### src/hw/rtl/sarc_pkg.sv
package sarc_pkg;

    localparam int SETS_MAX   = 1024;
    localparam int WAYS_MAX   = 8;
    localparam int ENTRIES    = SETS_MAX * WAYS_MAX;

    localparam int SET_W      = $clog2(SETS_MAX);
    localparam int WAY_W      = 3;
    localparam int ENTRY_W    = 13;
    localparam int NSETS_W    = 11;
    localparam int NWAYS_W    = 4;
    localparam int ROW_W      = 32;
    localparam int TAG_W      = 33;
    localparam int STAMP_W    = 32;
    localparam int MARK_W     = 2;
    localparam int CFG_IDX_W  = 2;
    localparam int CFG_DATA_W = 11;
    localparam int DIV_CNT_W  = $clog2(ROW_W);

    typedef enum logic [1:0] {
        OP_LOOKUP = 2'd0,
        OP_PEEK   = 2'd1,
        OP_FILL   = 2'd2,
        OP_FLUSH  = 2'd3
    } t_op;

    localparam logic [MARK_W-1:0] MARK_CLEAR = 2'd0;
    localparam logic [MARK_W-1:0] MARK_SEEN  = 2'd1;
    localparam logic [MARK_W-1:0] MARK_ADMIT = 2'd2;

    localparam logic [CFG_IDX_W-1:0] CFG_NUM_SETS = 2'd0;
    localparam logic [CFG_IDX_W-1:0] CFG_NUM_WAYS = 2'd1;
    localparam logic [CFG_IDX_W-1:0] CFG_ADMIT    = 2'd2;

    typedef struct packed {
        logic accept;
        logic clear_step;
        logic div_step;
        logic rd;
        logic cmp;
        logic upd;
        logic load_out;
    } t_cmd;

    typedef struct packed {
        logic in_flush;
        logic is_flush;
        logic clr_last;
        logic div_last;
        logic way_last;
        logic out_free;
    } t_status;

endpackage

### src/hw/rtl/sarc_ctrl.sv
module sarc_ctrl (
    input  logic              i_clk,
    input  logic              i_rst_n,
    input  logic              i_in_valid,
    input  sarc_pkg::t_status i_status,
    output sarc_pkg::t_cmd    o_cmd,
    output logic              o_in_stall
);

    typedef enum logic [6:0] {
        S_CLEAR = 7'b0000001,
        S_IDLE  = 7'b0000010,
        S_DIV   = 7'b0000100,
        S_RD    = 7'b0001000,
        S_CMP   = 7'b0010000,
        S_UPD   = 7'b0100000,
        S_DONE  = 7'b1000000
    } t_state;

    t_state r_state;
    t_state n_state;

    always_comb begin
        n_state = r_state;
        o_cmd   = '0;
        unique case (r_state)
            S_CLEAR: begin
                o_cmd.clear_step = 1'b1;
                if (i_status.clr_last) begin
                    n_state = i_status.is_flush ? S_DONE : S_IDLE;
                end
            end
            S_IDLE: begin
                if (i_in_valid) begin
                    o_cmd.accept = 1'b1;
                    n_state = i_status.in_flush ? S_CLEAR : S_DIV;
                end
            end
            S_DIV: begin
                o_cmd.div_step = 1'b1;
                if (i_status.div_last) begin
                    n_state = S_RD;
                end
            end
            S_RD: begin
                o_cmd.rd = 1'b1;
                n_state  = S_CMP;
            end
            S_CMP: begin
                o_cmd.cmp = 1'b1;
                n_state = i_status.way_last ? S_UPD : S_RD;
            end
            S_UPD: begin
                o_cmd.upd = 1'b1;
                n_state   = S_DONE;
            end
            S_DONE: begin
                if (i_status.out_free) begin
                    o_cmd.load_out = 1'b1;
                    n_state = S_IDLE;
                end
            end
            default: n_state = S_CLEAR;
        endcase
    end

    always_ff @(posedge i_clk) begin
        if (!i_rst_n) begin
            r_state <= S_CLEAR;
        end else begin
            r_state <= n_state;
        end
    end

    assign o_in_stall = (r_state != S_IDLE);

endmodule

### config.mk
export PLATFORM = sky130hd
export DESIGN_NAME = sarc_ctrl
export DESIGN_NICKNAME = d
export VERILOG_FILES = /design/src/hw/rtl/sarc_pkg.sv /design/src/hw/rtl/sarc_ctrl.sv
export SDC_FILE = /design/constraint.sdc
export NUM_CORES = 1
export LEC_CHECK = 0
export BUFFER_PORTS_ARGS = -buffer_cell sky130_fd_sc_hd__buf_2
export CAP_MARGIN = 20
export CORE_AREA = 2 2 39 41
export DETAILED_ROUTE_END_ITERATION = 10
export DIE_AREA = 0 0 41 43
export SYNTH_ARGS = -nofsm -noshare
export SYNTH_HDL_FRONTEND = slang
export SYNTH_SLANG_ARGS = --single-unit
### constraint.sdc
create_clock -name i_clk -period 1.85 [get_ports i_clk]
set_input_delay 0.0925 -clock i_clk [delete_from_list [all_inputs] [get_ports i_clk]]
set_output_delay 0.0925 -clock i_clk [all_outputs]
set_load 0.005 [all_outputs]
==> results <==
- The hold path depth is 2.
- The number of enable flip-flop cells after synthesis is 0.
- The wire length of the first global-routing pass is 1990 um.
- Final hold analysis gives a worst-case slack of 0.0910 ns.
- Setup repair after global routing could not meet its margin everywhere.
- TritonCTS built the clock tree.
- The number of fillers in the final layout is 141.
- The H-tree depth reported by CTS is 1.
- The internal power of the cells totals 0.367 mW.
- The worst slack at placement is 0.0388 ns.
- On the worst path, the slowest cell contributes a delay of 0.54 ns.
- The checks that failed: setup timing.
- Across the VDD grid, the largest voltage drop is 0.384 mV.
- The worst pin sits at a relative slew slack of 78.8%.
- The die covers 1760 sq um.
- The worst-case clock skew is 0.000442 ns.
- For this run the aggregate overflow at the end of global routing stands at 0.
- The share of total power dissipated in sequential elements is 33.2%.
- Global routing used 17.0% of the available tracks across all layers.
- In this run the power spent charging and discharging nets is 0.185 mW.
- The count of yosys warnings during synthesis is 0.
- Relative to the synthesized area, the layout overhead comes to 43.5%.
- The number of nets handed over by synthesis was 71.
- The clock net sink count is 7.
- The count of antenna-violating nets left after detailed routing is 0.
- TritonCTS created 3 clock buffers.
- The share of total power consumed by net switching is 33.6%.
- The flip-flop and latch count after synthesis is 7.
- The floorplan die height is 43 um.
- The final worst setup slack is -0.0271 ns.
- After the flow finishes, the layout carries non-filler instances totaling 104.
- The number of vias per cell is 5.13.
- Combinational logic burns 42.1% of the power.
- Data on the critical path is required at its endpoint by 1.76 ns.
- The total count of max-transition violations in the final report is 0.
- The longest clock path from root to sink contains 2 buffers.
- The type of the most critical hold path is in -> reg.
- The vias after detailed routing is 534.
- The detailed placement HPWL is 956 um.
- The share of post-route cells with drive strength above 1 is 40.9%.
- Setup violations remaining at the end of the flow were counted as 1.
- STA classifies the critical path startpoint as a flip-flop.
- The type of element capturing the critical path is an output pin.
- Dividing total power by cell area gives a power density of 811 nW/um^2.
- In this run, distinct cell masters in the synthesized netlist total 25.
- The number of antenna violations at the first check in global routing was 0.
- Counting every instance in the synthesized netlist gives 62.
- After floorplanning, the core was divided into 14 placement rows.
- The final critical path time including I/O delays and setup is 1.88 ns.
- Clock tree synthesis selected as its root buffer the cell sky130_fd_sc_hd__clkbuf_4.
- The number of flip-flops in the largest register is 7.
- Once the floorplan was initialized, standard cells occupied 34.3% of the core.
- The critical path is of the reg -> out type.
- Entering global routing, the biggest net connects 9 pins.
- The worst endpoint data arrival time is 1.78 ns.
- The period utilization is 101%.
- The synthesized area divided by synthesized cell count is 7.65 sq um.
- The routed design has 1220 um of wire.
- At the pin with the least slew margin, the transition time is 0.316 ns.
- The most flop-heavy register is r_state.
- Timing would allow up to 533 MHz.
- The routed length per instance is 11.7 um.
- For this run, the leading register cell type out of synthesis is sky130_fd_sc_hd__dfxtp_1.
- The number of hold-slack violations in the final timing report was 0.
- The number of placed I/O pins is 17.
- Sorting the synthesized cells by area gives the leading types as sky130_fd_sc_hd__dfxtp_1 (30%), sky130_fd_sc_hd__and3_1 (7.9%), sky130_fd_sc_hd__nor2_1 (6.3%), sky130_fd_sc_hd__o21ai_0 (5.3%), sky130_fd_sc_hd__inv_1 (4.7%).
- For this run, design rule violations remaining after detail routing come to 0.
- The share of total power dissipated in the clock network is 24.7%.
- The register clock-pin slew on the reported worst setup and hold paths is 0.05 ns.
- Routability-driven placement finished with a final weighted congestion of 0.768.
- In this run the tool buffered the top-level ports with 16 buffer cells.
- The flow ran to the end, but the final reports show violations.
- Across the run, the number of max-cap violations was 0.
- The core box area is 1380 sq um.
- The post-route total power is 0.552 mW.
- The depth of the most critical reg-to-reg path is 4.
- The share of flip-flops with an asynchronous set or reset is 0%.
- The signal on the critical path passes through or4_4 -> or4_4 -> buf_6 -> inv_2 -> buf_6.
- Counting tap cells, the placed design contains a total of 99 instances.
- Before antenna repair, the detailed router went through 4 iterations.
- The repair_antennas step left the layout with diodes totalling 0.
- The portion of the post-synthesis area used by sequential elements is 29.6%.
- In this run, the number of DRC markers left after iteration 0 of detailed routing was 15.
- After clock tree synthesis, the flow added hold-fix buffers numbering 0.
- The cell taking the most area after synthesis is sky130_fd_sc_hd__dfxtp_1.
- Once layout is complete, the utilization of the core stands at 49.2%.
- In the final layout, the registers with the most flip-flops are r_state (7).
- The floorplan die width is 41 um.
- The biggest fanout along the worst timing path is 3.
- The final net count is 98.
- The top cell type by area accounts for 29.6% of the synthesized area.
- The number of global-route vias before repair came to 452.
- The post-synthesis instance area is 474 sq um.
- The static power due to leakage is 0.347 nW.
- The cell with the largest stage delay on the worst path is sky130_fd_sc_hd__or4_4.
- The insertion delay of the later-clocked pin in the worst-skew pair is 0.24 ns.
- The setup check on the worst reg-to-reg path leaves a slack of 0.02 ns.
[critical path: cells and delay by family, from the launching register on]
kind                   cells  cell delay [ns]
and+or+nand+nor            2             0.98
buffers and inverters      3             0.26
DFF                        1             0.31
[power groups by stage]
stage	combinational, mW	sequential, mW	clock (mW)
finish	0.233	0.184	0.136
global route	0.255	0.185	0.151
CTS	0.224	0.181	0.139
detailed placement	0.223	0.185	0
global placement	0.222	0.185	0
floorplan	0.141	0.177	0
[layout by cell type, fill, tap and decap left out, types with 2 or more instances in the layout]
master and n:
sky130_fd_sc_hd__and2_1 2, sky130_fd_sc_hd__and3_1 6, sky130_fd_sc_hd__buf_2 15, sky130_fd_sc_hd__buf_4 9
sky130_fd_sc_hd__buf_6 2, sky130_fd_sc_hd__clkbuf_4 3, sky130_fd_sc_hd__dfxtp_1 6, sky130_fd_sc_hd__inv_1 5
sky130_fd_sc_hd__nand3_1 3, sky130_fd_sc_hd__nor2_1 7, sky130_fd_sc_hd__nor3b_1 3, sky130_fd_sc_hd__o21ai_0 4
sky130_fd_sc_hd__or4_4 2, sky130_fd_sc_hd__xor2_1 2
[metal layers]
| metal | vias to the layer above | track usage (%) | routed length (um) | share of wire, % |
|---|---|---|---|---|
| met5 | - | 0 | 0 | 0 |
| met1 | 235 | 24.6 | 556 | 46 |
| met2 | 21 | 22.5 | 602 | 49 |
| met3 | 0 | 3.14 | 61 | 5.0 |
| li1 | 278 | - | - | - |
| met4 | 0 | 10.0 | 0 | 0 |
[synthesized netlist by cell type, drive strengths merged, types with 2 or more instances]
| cell | count |
|---|---|
| and3 | 6 |
| or4 | 2 |
| nor2 | 8 |
| o21ai | 5 |
| dfxtp | 7 |
| nor4 | 2 |
| and2 | 2 |
| clkbuf | 3 |
| nand3 | 3 |
| xor2 | 2 |
| nor3b | 3 |
| inv | 6 |
[through the flow]
step | area (sq um) | setup TNS, ns
floorplan | 474 | 0
global placement | 619 | 0
detailed placement | 619 | 0
CTS | 657 | -0.0378
global route | 681 | -0.171
finish | 681 | -0.0271
[area by class of cell]
cell class	count	area, sq um	area share [%]
well taps	16	20.0	2.94
flip-flops and latches	7	141	20.8
inverters	6	22.5	3.31
multi-input cells	45	305	44.9
repair buffers	26	165	24.3
clock buffers	4	26.3	3.86
[worst paths after layout]
check / startpoint / end
worst max-delay path: r_state[3] / o_cmd[4]
worst min-delay path: i_status[1] / r_state[5]
worst max register to register: r_state[3] / r_state[0]
worst min register to register: r_state[4] / r_state[3]
[kinds of logic (layout without fill, tap and decap cells)]
group	after synthesis	after routing	share of synthesized area (%)
buffers and inverters	10	36	9.50
AND/OR/NAND/NOR	30	30	38.3
XOR/XNOR	2	2	3.69
flip-flops	7	7	29.6
AO/OA/AOI/OAI	13	13	19.0
[what timing repair did]
item,CTS,global route
endpoints found under the setup margin,1,6
hold endpoints to repair,0,0
buffers inserted,1,0
resized for setup,1,7
pin swaps,0,4
No activity file was read; power rests on OpenSTA's default activity.
